### config.mk
export PLATFORM = sky130hd
export DESIGN_NAME = ptrs_front_flat
export DESIGN_NICKNAME = d
export VERILOG_FILES = /design/src/design/ptrs_pkg.sv /design/src/design/ptrs_if.sv /design/src/design/ptrs_front.sv /design/src/flat_wrapper.sv
export SDC_FILE = /design/constraint.sdc
export NUM_CORES = 1
export LEC_CHECK = 0
export BUFFER_PORTS_ARGS = -buffer_cell sky130_fd_sc_hd__buf_4
export CORE_ASPECT_RATIO = 1.25
export CORE_UTILIZATION = 46
export CTS_CLUSTER_DIAMETER = 100
export CTS_CLUSTER_SIZE = 12
export DETAILED_ROUTE_END_ITERATION = 8
export GPL_ROUTABILITY_DRIVEN = 0
export GPL_TIMING_DRIVEN = 0
export PLACE_DENSITY = 0.9
export RECOVER_POWER = 100
export SKIP_CTS_REPAIR_TIMING = 1
export SYNTH_ARGS = -nofsm -noshare
export SYNTH_HDL_FRONTEND = slang
export SYNTH_SLANG_ARGS = --single-unit
### constraint.sdc
create_clock -name clk -period 7.7 [get_ports clk]
set_input_delay 0.77 -clock clk [delete_from_list [all_inputs] [get_ports clk]]
set_output_delay 0.77 -clock clk [all_outputs]
set_load 0.01 [all_outputs]
### src/design/ptrs_pkg.sv
`timescale 1ns / 1ps
package ptrs_pkg;

  localparam int AVG_DEPTH_DEF   = 50;
  localparam int SAMPLE_BITS_DEF = 12;
  localparam int CFG_IDX_W       = 3;
  localparam int CFG_DATA_W      = 32;
  localparam int PCT_FULL        = 25600;
  localparam int PCT_ONE         = 256;
  localparam int MIN_REGEN_RPM   = 100;
  localparam int QUEUE_DEPTH     = 2;

  typedef enum logic [CFG_IDX_W-1:0] {
    REG_POT_RANGE_A  = 3'd0,
    REG_POT_RANGE_B  = 3'd1,
    REG_DEAD_ZONE    = 3'd2,
    REG_THROTTLE_MAX = 3'd3,
    REG_REGEN_MAX    = 3'd4,
    REG_REGEN_BRAKE  = 3'd5,
    REG_SPEED_BOUNDS = 3'd6,
    REG_SPEED_SLEW   = 3'd7
  } cfg_reg_t;

  typedef enum logic [1:0] {
    CLS_NEUTRAL = 2'd0,
    CLS_BRAKE   = 2'd1,
    CLS_PEDAL   = 2'd2
  } item_class_t;

  typedef struct packed {
    logic [23:0] pot_range_a;
    logic [23:0] pot_range_b;
    logic [14:0] dead_zone;
    logic [14:0] throttle_max;
    logic signed [15:0] regen_max;
    logic signed [15:0] regen_brake;
    logic [31:0] regen_speed_bounds;
    logic [14:0] speed_slew;
  } cfg_t;

  typedef enum logic [3:0] {
    ST_IDLE,
    ST_NORM_DIV,
    ST_DZ_DIV,
    ST_DZ_WAIT,
    ST_HIST_RD,
    ST_HIST_WR,
    ST_AVG_DIV,
    ST_AVG_CMP,
    ST_TAPER_MUL,
    ST_TAPER_DIV,
    ST_FWD_MUL,
    ST_FWD_DIV,
    ST_FWD_ADD,
    ST_DONE
  } back_state_t;

  function automatic logic signed [15:0] sat16(input logic signed [47:0] v);
    if (v < -48'sd32768) return -16'sd32768;
    if (v > 48'sd32767) return 16'sd32767;
    return v[15:0];
  endfunction

  function automatic logic signed [15:0] sat_pct(input logic signed [47:0] v);
    if (v < -48'sd25600) return -16'sd25600;
    if (v > 48'sd25600) return 16'sd25600;
    return v[15:0];
  endfunction

endpackage

### src/design/ptrs_if.sv
`timescale 1ns / 1ps
interface ptrs_in_if #(parameter int SAMPLE_BITS = 12);
  logic                   valid;
  logic                   ready;
  logic [SAMPLE_BITS-1:0] pedal_sample;
  logic                   pedal_select;
  logic                   brake_pressed;
  logic signed [15:0]     motor_speed;
  logic signed [1:0]      drive_direction;
  modport source (output valid, pedal_sample, pedal_select, brake_pressed, motor_speed,
                  drive_direction, input ready);
  modport sink (input valid, pedal_sample, pedal_select, brake_pressed, motor_speed,
                drive_direction, output ready);
endinterface


### src/design/ptrs_front.sv
`timescale 1ns / 1ps
module ptrs_front #(
  parameter int SAMPLE_BITS = ptrs_pkg::SAMPLE_BITS_DEF
) (
  input  logic                    clk,
  input  logic                    rst_n,
  ptrs_in_if.sink                 in_ch,
  input  ptrs_pkg::cfg_t          cfg,
  output logic                    q_push,
  output ptrs_pkg::item_class_t   q_cls,
  output logic [SAMPLE_BITS-1:0]  q_sample,
  output logic [23:0]             q_range,
  output logic signed [1:0]       q_dir,
  output logic [15:0]             q_speed,
  input  logic                    q_full
);
  import ptrs_pkg::*;

  logic [15:0] fspeed_r, fspeed_nxt;
  logic [16:0] aspeed;
  logic signed [17:0] diff;
  logic [17:0] adiff;

  always_comb begin
    aspeed = in_ch.motor_speed[15] ? 17'(-$signed({in_ch.motor_speed[15], in_ch.motor_speed}))
                                   : {1'b0, in_ch.motor_speed};
    diff   = $signed({1'b0, aspeed}) - $signed({2'b0, fspeed_r});
    adiff  = diff[17] ? 18'(-diff) : diff;
    if (adiff > {3'b0, cfg.speed_slew})
      fspeed_nxt = (diff > 0) ? 16'(fspeed_r + cfg.speed_slew) : 16'(fspeed_r - cfg.speed_slew);
    else
      fspeed_nxt = aspeed[15:0];
  end

  assign in_ch.ready = !q_full;
  assign q_push      = in_ch.valid && !q_full;
  assign q_sample    = in_ch.pedal_sample;
  assign q_range     = in_ch.pedal_select ? cfg.pot_range_b : cfg.pot_range_a;
  assign q_dir       = in_ch.drive_direction;
  assign q_speed     = fspeed_nxt;
  assign q_cls       = (in_ch.drive_direction == 2'sd0) ? CLS_NEUTRAL :
                       in_ch.brake_pressed ? CLS_BRAKE : CLS_PEDAL;

  always_ff @(posedge clk) begin
    if (!rst_n) fspeed_r <= '0;
    else if (q_push) fspeed_r <= fspeed_nxt;
  end
endmodule

### src/flat_wrapper.sv
// flat-port wrapper written by rule: the top's interface ports become plain ports
module ptrs_front_flat import ptrs_pkg::*;
#(
  parameter int SAMPLE_BITS = ptrs_pkg::SAMPLE_BITS_DEF
)
  (clk, rst_n, cfg, q_push, q_cls, q_sample, q_range, q_dir, q_speed, q_full, in_ch_valid, in_ch_pedal_sample, in_ch_pedal_select, in_ch_brake_pressed, in_ch_motor_speed, in_ch_drive_direction, in_ch_ready);
  ptrs_in_if #(.SAMPLE_BITS(SAMPLE_BITS)) in_ch_i ();
  input  logic clk;
  input  logic rst_n;
  input  ptrs_pkg::cfg_t cfg;
  output logic q_push;
  output ptrs_pkg::item_class_t q_cls;
  output logic [SAMPLE_BITS-1:0] q_sample;
  output logic [23:0] q_range;
  output logic signed [1:0] q_dir;
  output logic [15:0] q_speed;
  input  logic q_full;
  input wire logic [$bits(in_ch_i.valid)-1:0] in_ch_valid;
  input wire logic [$bits(in_ch_i.pedal_sample)-1:0] in_ch_pedal_sample;
  input wire logic [$bits(in_ch_i.pedal_select)-1:0] in_ch_pedal_select;
  input wire logic [$bits(in_ch_i.brake_pressed)-1:0] in_ch_brake_pressed;
  input wire logic [$bits(in_ch_i.motor_speed)-1:0] in_ch_motor_speed;
  input wire logic [$bits(in_ch_i.drive_direction)-1:0] in_ch_drive_direction;
  output wire logic [$bits(in_ch_i.ready)-1:0] in_ch_ready;
  assign in_ch_i.valid = in_ch_valid;
  assign in_ch_i.pedal_sample = in_ch_pedal_sample;
  assign in_ch_i.pedal_select = in_ch_pedal_select;
  assign in_ch_i.brake_pressed = in_ch_brake_pressed;
  assign in_ch_i.motor_speed = in_ch_motor_speed;
  assign in_ch_i.drive_direction = in_ch_drive_direction;
  assign in_ch_ready = in_ch_i.ready;
  ptrs_front #(.SAMPLE_BITS(SAMPLE_BITS)) u_core (.clk(clk), .rst_n(rst_n), .in_ch(in_ch_i), .cfg(cfg), .q_push(q_push), .q_cls(q_cls), .q_sample(q_sample), .q_range(q_range), .q_dir(q_dir), .q_speed(q_speed), .q_full(q_full));
endmodule
* After elaboration in Yosys (flattened, before gate mapping) *
Cells that the tools add are included.
W data, S select, Z words.

cells by class
  add/sub/neg operators = 5
  $mul = 0
  divide/modulo/power cells = 0
  magnitude comparators = 2
  eq/ne operators = 0
  shift-type cells = 0
  multiplexer cells = 7
  bitwise logic cells = 0
  reductions and logical operators = 3

operators with widths
  operator               number
  $mux W16               2
  $mux W24               1
  $gt A18 B1 Y1 const B  1
  $gt A18 B15 Y1         1
  $mux W18               1
  $neg A18 Y18           1
  $sub A17 B16 Y18       1
  $mux W17               1
  $neg A16 Y17           1
  $add A16 B15 Y16       1
  $sub A16 B15 Y16       1
  $mux W2                2
  $logic_not A2 Y1       1
  $logic_and A1 B1 Y1    1
  $logic_not A1 Y1       1

word-level totals
  bits in registers = 16
  latch bits = 0
  bits in writable memories = 0
  bits in read-only memories = 0
  input port bits = 193
  output and inout bits = 58
  logic and storage cells = 18
  memories kept = 0

* Logic depth before layout (Yosys ltp) *
Gate-level depths: netlist of run 1.

  depth in word-level cells = 7
  depth in mapped cells = 30

* Least setup slack after synthesis of run 1 *
OpenSTA, ideal clock, no wires.

  path type = input port to output port
  start point = in in_ch_motor_speed[6]
  end point = out q_speed[15]
  data arrival time = 6.268 ns
  required time = 6.930 ns
  slack = 0.662 ns
  cell stages on the path = 29
  path buffers = 2
  cells stage by stage = or4_1 -> or2_2 -> or4_1 -> o41ai_1 -> xnor2_1 -> ha_1 -> nor2b_1 -> nand2_1 -> o21ai_0 -> a221oi_1 -> inv_1 -> nor3_1 -> nand4_1 -> o21a_1 -> buf_2 -> o31ai_1 -> xnor2_1 -> ha_1 -> clkbuf_1 -> a21oi_1 -> nand3_1 -> o21a_1 -> nor2_1 -> a21oi_1 -> a21oi_1 -> o21ai_0 -> xnor2_1 -> xnor2_1 -> o21ai_0

between the ends
  word-level cells in the longest chain between the ends = 7

ends and longest elaborated chain
  what                line                text
  start: declaration  flat_wrapper.sv:22  input wire logic [$bits(in_ch_i.motor_speed)-1:0] in_ch_motor_speed;
  $neg A16 Y17        ptrs_front.sv:25    aspeed = in_ch.motor_speed[15] ? 17'(-$signed({in_ch.motor_speed[15], in_ch.motor_speed}))
  $mux W17 (*)        ptrs_front.sv:25
  $sub A17 B16 Y18    ptrs_front.sv:27    diff = $signed({1'b0, aspeed}) - $signed({2'b0, fspeed_r});
  $neg A18 Y18        ptrs_front.sv:28    adiff = diff[17] ? 18'(-diff) : diff;
  $mux W18            ptrs_front.sv:28
  $gt A18 B15 Y1      ptrs_front.sv:29    if (adiff > {3'b0, cfg.speed_slew})
  $mux W16 (*)        ptrs_front.sv:29
  end: declaration    flat_wrapper.sv:16  output logic [15:0] q_speed;

Mark *: on every way between the ends. The rest lies on a longest branch, timed or not.

* Worst setup path after layout of run 1 *
  start point = in in_ch_motor_speed[2]
  end point = out q_speed[14]

Same word-level chain as after synthesis.

==> impl_metrics.csv, run 1 <==
group,metric,value,unit
outcome,status,"finished with violations",
outcome,violations,"negative setup slack",
cells_and_area,largest_reg_flops,16,
cells_and_area,area_growth,36.3,%
synthesis,ys_types,68,
floorplan,start_util,0.483,
routing,drt_first_iter_violations,640,
synthesis,synth_edf_count,0,
cts,cts_made_buffers,3,
sta,tightest_slew,673,ps
pwr,leakagePower,2.62,nW
worst_setup_path,worstPathRequired,6930,ps
global_routing,grt_usage,0.319,
routing,via_per_inst,6.38,
pwr,switching_share,0.504,
cells_and_area,largest_register,"u_core.fspeed_r",
routing,drt_first_pass_iters,8,
routing,vias,5355,
synthesis,ys_seq_area_frac,0.0749,
floorplan,core,0.00884,mm²
synthesis,syn_inst,558,
sta,timing.final.ws_setup,-346,ps
pwr,power_frac_clock,0.040,
worst_setup_path,cp.arrival,7280,ps
pwr,seqPwrFrac,0.052,
worst_setup_path,crit_fanout,7,
floorplan,dieArea,0.00968,mm²
placed_design,hpwl,12.9,mm
pwr,p_sw,1.07,mW
synthesis,yosysTopAreaCell,"ha_1",
routing,ant_nets,0,
worst_hold_path,worstHoldPathType,"reg -> reg",
global_routing,grt_pass1_wl,23.7,mm
sta,slew_headroom,0.540,
synthesis,syn_avg_cell_area,7.66,µm²
worst_hold_path,min-delay-start,"u_core.fspeed_r[14]$_SDFFE_PN0P_",
floorplan,ios,251,
sta,min_period,8050,ps
synthesis,synthTopCellsByArea,"ha_1 (14%), xnor2_1 (10%), dfxtp_1 (7.5%)",
worst_setup_path,crit_slowest_cell,"a2111oi_2",
synthesis,yosys_warnings,0,
sta,skew,9.69,ps
synthesis,synthFlopType,"dfxtp_1",
synthesis,syn_nets,802,
pwr,ir_worst_vdd,387,µV
global_routing,grt_antenna_before_repair,0,
synthesis,async_reset_ff_frac,0,
worst_hold_path,holdPathEnd,"u_core.fspeed_r[14]$_SDFFE_PN0P_",
floorplan,die_height,110,µm
worst_setup_path,path_buf_inv,2,
routing,drc,0,
cells_and_area,nets,964,
cts,path_clk_slew,70,ps
floorplan,die_w,88.2,µm
cts,cts_root_buffer,"clkbuf_8",
run,cap_violations,0,
pwr,combPwrFrac,0.908,
synthesis,synth_area,0.00427,mm²
cells_and_area,fillCellCount,725,
global_routing,grt_max_degree,11,
floorplan,num_rows,38,
cts,cts_max_level,1,
pwr,power.total,2.12,mW
sta,fmax,124,MHz
cells_and_area,antennaDiodeCount,0,
sta,finalHoldViolations,0,
worst_setup_path,r2r_slack,1870,ps
worst_setup_path,worstRegToRegCells,23,
cts,cts_sinks,16,
worst_setup_path,rr_startpoint,"u_core.fspeed_r[1]$_SDFFE_PN0P_",
sta,slew_violations,0,
worst_setup_path,cp-start-kind,"input port",
cts,cts_tree,"built",
synthesis,ys_ff_latch,16,
global_routing,grt.overflow.total,0,
worst_setup_path,path_delay_family,"compound AO/OA/AOI/OAI gates",
worst_hold_path,hold_depth,3,
routing,wl_per_cell,20.7,µm
cells_and_area,biggestRegsByFlops,"u_core.fspeed_r x16",
cts,clock_latency,270,ps
synthesis,netlist.area_leader.share,0.143,
pwr,cellPowerDensity,363,mW/mm²
routing,wl,17.4,mm
global_routing,grt_pass1_vias,4979,
placed_design,portBuffers,143,
pwr,internal-power,1.05,mW
sta,setup_viol,8,
worst_setup_path,crit_path_end_kind,"output port",
placed_design,post-place-ws,-474,ps
sta,timing.final.crit_share,1.04,
worst_setup_path,r2r-end,"u_core.fspeed_r[14]$_SDFFE_PN0P_",
cells_and_area,final_layout_size_suffix_gt1_frac,0.338,
worst_setup_path,criticalPathCategory,"in -> out",
sta,rsz0062_at_grt,"yes",
cts,max-clock-path-buffers,2,
worst_setup_path,cp_slowest_stage_delay,710,ps
[placed cells by master, fill, tap and decap left out, types with 7 or more instances in the layout]
| cell type | n |
|---|---|
| buf_4 | 135 |
| inv_1 | 46 |
| xnor2_1 | 45 |
| clkbuf_1 | 45 |
| ha_1 | 45 |
| a21oi_1 | 40 |
| nand2_1 | 28 |
| nor2_1 | 27 |
| o21a_1 | 21 |
| mux2_2 | 19 |
| o21ai_0 | 18 |
| dfxtp_1 | 16 |
| a21o_1 | 13 |
| nand3_1 | 12 |
| mux2_4 | 12 |
| xor2_1 | 11 |
| nor3_1 | 11 |
| nand2b_1 | 10 |
| nand4_1 | 10 |
| a21oi_2 | 8 |
| or3_1 | 7 |
[synthesized netlist by cell type (all sizes together), types with 3 or more instances]
| library cell | count |
|---|---|
| xnor2 | 50 |
| ha | 49 |
| a21oi | 48 |
| inv | 48 |
| mux2 | 37 |
| nand2 | 28 |
| nor2 | 28 |
| o21ai | 25 |
| o21a | 22 |
| buf | 19 |
| clkbuf | 16 |
| dfxtp | 16 |
| a21o | 13 |
| nand3 | 13 |
| nor3 | 12 |
| xor2 | 12 |
| o31ai | 11 |
| nand2b | 10 |
| nand4 | 10 |
| nor2b | 9 |
| a211oi | 7 |
| or3 | 7 |
| a31oi | 6 |
| nor4 | 5 |
| or2 | 5 |
| or4 | 4 |
| a2111oi | 3 |
| mux2i | 3 |
| o211ai | 3 |
| o22ai | 3 |
| o31a | 3 |
| o41ai | 3 |
[tightest hold or removal path, cell delays in order, from the launching register on]
cell	delay (ps)
dfxtp_1	320
inv_1	80
a21oi_1	60
o21a_1	90
[metal layers]
layer,up-vias,global-route usage,routed length (µm)
met3,128,0.0631,1990
met2,457,0.563,8290
met5,-,0,0
met4,0,0.199,1290
met1,2425,0.344,5830
li1,2345,-,-
[kinds of logic (layout without fill, tap and decap cells)]
kind of cell | Yosys count | in the layout | synth area share
buffers and inverters | 83 | 244 | 0.0896
AND/OR/NAND/NOR | 143 | 143 | 0.176
multiplexers | 40 | 40 | 0.115
flip-flops | 16 | 16 | 0.0749
XOR/XNOR | 62 | 62 | 0.129
AO/OA/AOI/OAI | 163 | 163 | 0.263
adder cells (fa/ha/maj) | 51 | 51 | 0.153
[how the worst max path moves through the flow]
stage | start | to | slack (ps) | depth (start not counted)
3_3_place_gp | in_ch_motor_speed[6] | q_speed[15] | -280 | 31
4_1_cts | in_ch_motor_speed[6] | q_speed[15] | -580 | 31
5_1_grt | in_ch_motor_speed[2] | q_speed[14] | -580 | 25
2_1_floorplan | in_ch_motor_speed[6] | q_speed[15] | 660 | 29
6_report | in_ch_motor_speed[2] | q_speed[14] | -350 | 25
3_5_place_dp | in_ch_motor_speed[6] | q_speed[15] | -470 | 31
[power groups by stage]
stage | sequential, mW | clock [mW] | combinational, mW
2_1_floorplan | 0.107 | 0 | 1.17
3_3_place_gp | 0.109 | 0 | 1.61
3_5_place_dp | 0.110 | 0 | 1.67
4_1_cts | 0.108 | 0.0811 | 1.68
5_1_grt | 0.110 | 0.0873 | 2.03
6_report | 0.110 | 0.0840 | 1.92
[layout make-up]
type,instances,area (µm²),share of cell area
buffer,31,198,0.0339
clock buffer,4,55.1,0.00945
inverter,48,180,0.0309
multi-input combinational,459,3830,0.657
sequential,16,320,0.0550
tap,120,150,0.0258
timing repair buffer,161,1090,0.188
[stage by stage]
step | setup TNS, ps | utilization | instance area, µm² | hold WS (ps) | cells
2_1_floorplan | 0 | - | 4270 | 520 | 558
3_3_place_gp | -419 | 0.622 | 5500 | 569 | 821
3_5_place_dp | -956 | 0.622 | 5500 | 579 | 821
4_1_cts | -1210 | 0.628 | 5550 | 589 | 825
5_1_grt | -5580 | 0.659 | 5830 | 619 | 839
6_report | -1220 | 0.659 | 5830 | 599 | 839
No activity file was read; power rests on OpenSTA's default activity.
==> run 2: changes to the inputs <==
--- a/config.mk
+++ b/config.mk
@@ -6,7 +6,7 @@
 export NUM_CORES = 1
 export LEC_CHECK = 0
 export BUFFER_PORTS_ARGS = -buffer_cell sky130_fd_sc_hd__buf_4
-export CORE_ASPECT_RATIO = 1.25
+export CORE_ASPECT_RATIO = 0.8
 export CORE_UTILIZATION = 46
 export CTS_CLUSTER_DIAMETER = 100
 export CTS_CLUSTER_SIZE = 12
==> constraint.sdc (replaced) <==
create_clock -name clk -period 9.2 [get_ports clk]
set_input_delay 0.92 -clock clk [delete_from_list [all_inputs] [get_ports clk]]
set_output_delay 0.92 -clock clk [all_outputs]
set_load 0.01 [all_outputs]
==> impl_metrics.csv, run 2 (synthesis gave the netlist of run 1 again) <==
group,metric,value,unit
cells_and_area,biggestRegsByFlops,"u_core.fspeed_r x16",
placed_design,portBuffers,143,
sta,finalHoldViolations,0,
routing,via_per_inst,5.97,
worst_setup_path,crit_path_end_kind,"output port",
global_routing,grt_pass1_wl,22.5,mm
floorplan,die_w,110,µm
sta,fmax,115,MHz
pwr,leakagePower,2.36,nW
worst_setup_path,rr_startpoint,"u_core.fspeed_r[1]$_SDFFE_PN0P_",
cts,max-clock-path-buffers,2,
sta,skew,2.07,ps
cells_and_area,antennaDiodeCount,0,
sta,rsz0062_at_grt,"no",
floorplan,num_rows,31,
routing,wl_per_cell,17.9,µm
cells_and_area,layout_commonest_cell,"buf_4",
floorplan,start_util,0.473,
routing,wl,14.7,mm
worst_hold_path,min-delay-start,"u_core.fspeed_r[6]$_SDFFE_PN0P_",
cts,cts_sinks,16,
routing,drt_first_iter_violations,435,
cells_and_area,area_growth,24.9,%
global_routing,grt_usage,0.302,
cts,cts_max_level,1,
floorplan,dieArea,0.00968,mm²
worst_setup_path,worstPathRequired,8280,ps
cts,path_clk_slew,60,ps
sta,tightest_slew,781,ps
cells_and_area,stdcell_area,0.00534,mm²
sta,timing.final.crit_share,0.943,
routing,drc,0,
cts,cts_made_buffers,3,
sta,slew_violations,0,
cts,clock_latency,250,ps
worst_setup_path,r2r_slack,3130,ps
worst_setup_path,cp-start-kind,"input port",
global_routing,grt_max_degree,11,
worst_setup_path,worstRegToRegCells,23,
cts,cts_root_buffer,"clkbuf_16",
pwr,cellPowerDensity,272,mW/mm²
floorplan,ios,251,
routing,vias,4891,
worst_setup_path,r2r-end,"u_core.fspeed_r[14]$_SDFFE_PN0P_",
worst_hold_path,holdPathEnd,"u_core.fspeed_r[6]$_SDFFE_PN0P_",
global_routing,grt_antenna_before_repair,0,
routing,ant_nets,0,
sta,totalNegativeSetupSlack,0,ps
cells_and_area,final_layout_size_suffix_gt1_frac,0.210,
placed_design,hpwl,12.5,mm
run,cap_violations,0,
worst_setup_path,crit_fanout,10,
cells_and_area,fillCellCount,881,
routing,drt_first_pass_iters,5,
sta,slew_headroom,0.466,
pwr,ir_worst_vdd,211,µV
pwr,power.total,1.45,mW
sta,min_period,8680,ps
cells_and_area,largest_register,"u_core.fspeed_r",
cts,cts_tree,"built",
worst_setup_path,criticalPathCategory,"in -> out",
cells_and_area,largest_reg_flops,16,
placed_design,placed_area,0.00549,mm²
sta,setup_viol,0,
outcome,status,"finished, final reports clean",
global_routing,grt_pass1_vias,4647,
cells_and_area,final_cell_mix,"buf_4 (112), clkbuf_1 (62), xnor2_1 (50)",
cells_and_area,nets,950,
floorplan,core,0.00904,mm²
worst_hold_path,worstHoldPathType,"reg -> reg",
floorplan,die_height,88.2,µm
global_routing,grt.overflow.total,0,
worst_hold_path,hold_depth,3,
worst_setup_path,cp.arrival,7760,ps
run 2: per-stage QoR:
stage | cells | utilization | hold WS, ps | worst slack (ps)
2_1_floorplan | 558 | - | 520 | 1860
3_3_place_gp | 816 | 0.608 | 562 | 984
3_5_place_dp | 816 | 0.608 | 573 | 769
4_1_cts | 819 | 0.616 | 581 | 744
5_1_grt | 819 | 0.591 | 601 | 115
6_report | 819 | 0.591 | 588 | 522
run 2: how the worst max path moves through the flow:
| stage | end | start | slack [ps] |
|---|---|---|---|
| 6_report | q_speed[10] | in_ch_motor_speed[6] | 520 |
| 5_1_grt | q_speed[0] | in_ch_motor_speed[6] | 120 |
| 3_5_place_dp | q_speed[15] | in_ch_motor_speed[6] | 770 |
| 4_1_cts | q_speed[15] | in_ch_motor_speed[6] | 740 |
| 3_3_place_gp | q_speed[15] | in_ch_motor_speed[6] | 980 |
| 2_1_floorplan | q_speed[15] | in_ch_motor_speed[6] | 1860 |
run 2: area by class of cell:
type	count	area [µm²]	share of cell area
Tap cell	115	144	0.0270
Inverter	48	180	0.0338
Sequential cell	16	320	0.0600
Multi-Input combinational cell	459	3520	0.659
Timing Repair Buffer	143	905	0.169
Buffer	35	195	0.0366
Clock buffer	3	75.1	0.0141
run 2: worst max-delay path, stage by stage:
cell and delay (ps):
buf_4 120, or4_1 600, or2_2 340, or4_1 510
o31ai_1 280, xnor2_1 140, ha_1 310, clkbuf_1 340
nor2b_1 280, o31a_1 170, clkbuf_1 340, clkbuf_1 430
a21oi_1 110, xnor2_1 180, ha_1 310, a211oi_1 220
o211ai_1 140, a221o_1 320, a21oi_1 130, a21oi_1 70
a31oi_1 410, clkbuf_1 570, mux2_4 370, clkbuf_1 130
run 2: where the power goes:
part	switching [mW]	internal, mW	total (mW)
registers	0.00986	0.0819	0.0918
clock network	0.0327	0.0574	0.0901
logic	0.733	0.536	1.27
total	0.775	0.676	1.45
run 2: layer usage:
| metal | vias to the layer above | wire length, µm | GRT usage |
|---|---|---|---|
| li1 | 2304 | - | - |
| met1 | 2230 | 6060 | 0.395 |
| met2 | 308 | 6350 | 0.489 |
| met3 | 49 | 1520 | 0.0442 |
| met4 | 0 | 776 | 0.147 |
| met5 | - | 0 | 0 |
==> run 3: changes to the inputs <==
--- a/config.mk
+++ b/config.mk
@@ -5,7 +5,7 @@
 export SDC_FILE = /design/constraint.sdc
 export NUM_CORES = 1
 export LEC_CHECK = 0
-export BUFFER_PORTS_ARGS = -buffer_cell sky130_fd_sc_hd__buf_4
+export BUFFER_PORTS_ARGS = -buffer_cell sky130_fd_sc_hd__buf_2
 export CORE_ASPECT_RATIO = 0.8
 export CORE_UTILIZATION = 46
 export CTS_CLUSTER_DIAMETER = 100
==> impl_metrics.csv, run 3 (synthesis gave the netlist of run 1 again) <==
group,metric,value,unit
outcome,status,"finished, final reports clean",
cells_and_area,final_layout_size_suffix_gt1_frac,0.212,
pwr,ir_worst_vdd,200,µV
worst_setup_path,worstPathRequired,8280,ps
floorplan,start_util,0.473,
global_routing,grt_pass1_wl,22.3,mm
floorplan,ios,251,
cells_and_area,largest_register,"u_core.fspeed_r",
routing,drt_first_pass_iters,5,
worst_setup_path,cp.arrival,7860,ps
sta,finalHoldViolations,0,
cells_and_area,largest_reg_flops,16,
cells_and_area,nets,950,
sta,skew,4.18,ps
floorplan,dieArea,0.00968,mm²
worst_setup_path,crit_slowest_cell,"clkbuf_1",
cells_and_area,final_cell_mix,"buf_2 (106), clkbuf_1 (57), xnor2_1 (50)",
cts,cts_made_buffers,3,
worst_setup_path,worstRegToRegCells,23,
floorplan,die_height,88.2,µm
routing,drc,0,
global_routing,grt_antenna_before_repair,0,
routing,wl_per_cell,17.0,µm
pwr,cellPowerDensity,278,mW/mm²
global_routing,grt_pass1_vias,4728,
routing,via_per_inst,5.93,
cells_and_area,fillCellCount,891,
sta,min_period,8780,ps
worst_setup_path,path_delay_family,"compound AO/OA/AOI/OAI gates",
cells_and_area,layout_commonest_cell,"buf_2",
cells_and_area,stdcell_area,0.00510,mm²
sta,slew_violations,0,
sta,rsz0062_at_grt,"no",
cells_and_area,antennaDiodeCount,0,
cells_and_area,biggestRegsByFlops,"u_core.fspeed_r x16",
worst_setup_path,cp_slowest_stage_delay,600,ps
placed_design,placed_area,0.00513,mm²
worst_setup_path,cp-start-kind,"input port",
worst_setup_path,path_buf_inv,6,
worst_setup_path,crit_fanout,10,
global_routing,grt_max_degree,11,
sta,tightest_slew,788,ps
pwr,leakagePower,2.29,nW
cts,cts_max_level,1,
sta,setup_viol,0,
floorplan,die_w,110,µm
sta,whs,582,ps
placed_design,hpwl,11.8,mm
cts,clock_latency,250,ps
cells_and_area,fin_util,0.564,
worst_hold_path,hold_depth,3,
sta,slew_headroom,0.474,
worst_setup_path,cp.depth,27,
cts,cts_sinks,16,
sta,fmax,114,MHz
global_routing,grt_usage,0.299,
worst_setup_path,crit_path_end_kind,"output port",
worst_setup_path,criticalPathCategory,"in -> out",
sta,totalNegativeSetupSlack,0,ps
cts,path_clk_slew,50,ps
cells_and_area,register_area,320,µm²
run,cap_violations,0,
placed_design,portBuffers,143,
cts,cts_root_buffer,"clkbuf_16",
placed_design,post-place-ws,782,ps
cts,cts_tree,"built",
cts,max-clock-path-buffers,2,
routing,vias,4858,
routing,ant_nets,0,
worst_hold_path,worstHoldPathType,"reg -> reg",
routing,drt_first_iter_violations,412,
routing,wl,14.0,mm
cells_and_area,multi_input_area,0.00352,mm²
floorplan,num_rows,31,
cells_and_area,area_growth,19.3,%
floorplan,core,0.00904,mm²
sta,timing.final.ws_setup,417,ps
global_routing,grt.overflow.total,0,
sta,timing.final.crit_share,0.955,
run 3: area by class of cell:
| class | count | area share |
|---|---|---|
| tap | 115 | 0.0282 |
| inverter | 48 | 0.0353 |
| timing repair buffer | 143 | 0.131 |
| multi-input combinational | 459 | 0.690 |
| buffer | 35 | 0.0383 |
| sequential | 16 | 0.0628 |
| clock buffer | 3 | 0.0147 |
run 3: tightest hold or removal path, cell delays in order (launching register included):
cell,delay (ps)
dfxtp_1,310
inv_1,70
a21oi_1,70
o21a_1,90
run 3: final timing paths:
kind | startpoint | slack, ps | end
worst min register to register | u_core.fspeed_r[9]$_SDFFE_PN0P_ | 580 | u_core.fspeed_r[9]$_SDFFE_PN0P_
worst max register to register | u_core.fspeed_r[1]$_SDFFE_PN0P_ | 3090 | u_core.fspeed_r[14]$_SDFFE_PN0P_
worst max-delay path | in_ch_motor_speed[6] | 420 | q_speed[10]
worst min-delay path | u_core.fspeed_r[9]$_SDFFE_PN0P_ | 580 | u_core.fspeed_r[9]$_SDFFE_PN0P_
run 3: per-layer routing:
layer | up-vias | global-route usage | wire length [µm] | share of wire
met2 | 297 | 0.468 | 5840 | 0.42
met3 | 49 | 0.0663 | 1480 | 0.11
met4 | 0 | 0.165 | 730 | 0.052
li1 | 2310 | - | - | -
met1 | 2202 | 0.383 | 5900 | 0.42
met5 | - | 0 | 0 | 0
run 3: where the power goes:
group,internal (mW),switching (mW),total [mW]
logic,0.519,0.718,1.24
registers,0.0819,0.00956,0.0915
clock network,0.0574,0.0325,0.0899
run 3: through the flow:
stage               power [mW]  instances
floorplan                 1.07        558
global placement          1.37        816
detailed placement        1.40        816
CTS                       1.50        819
global route              1.55        819
finish                    1.42        819
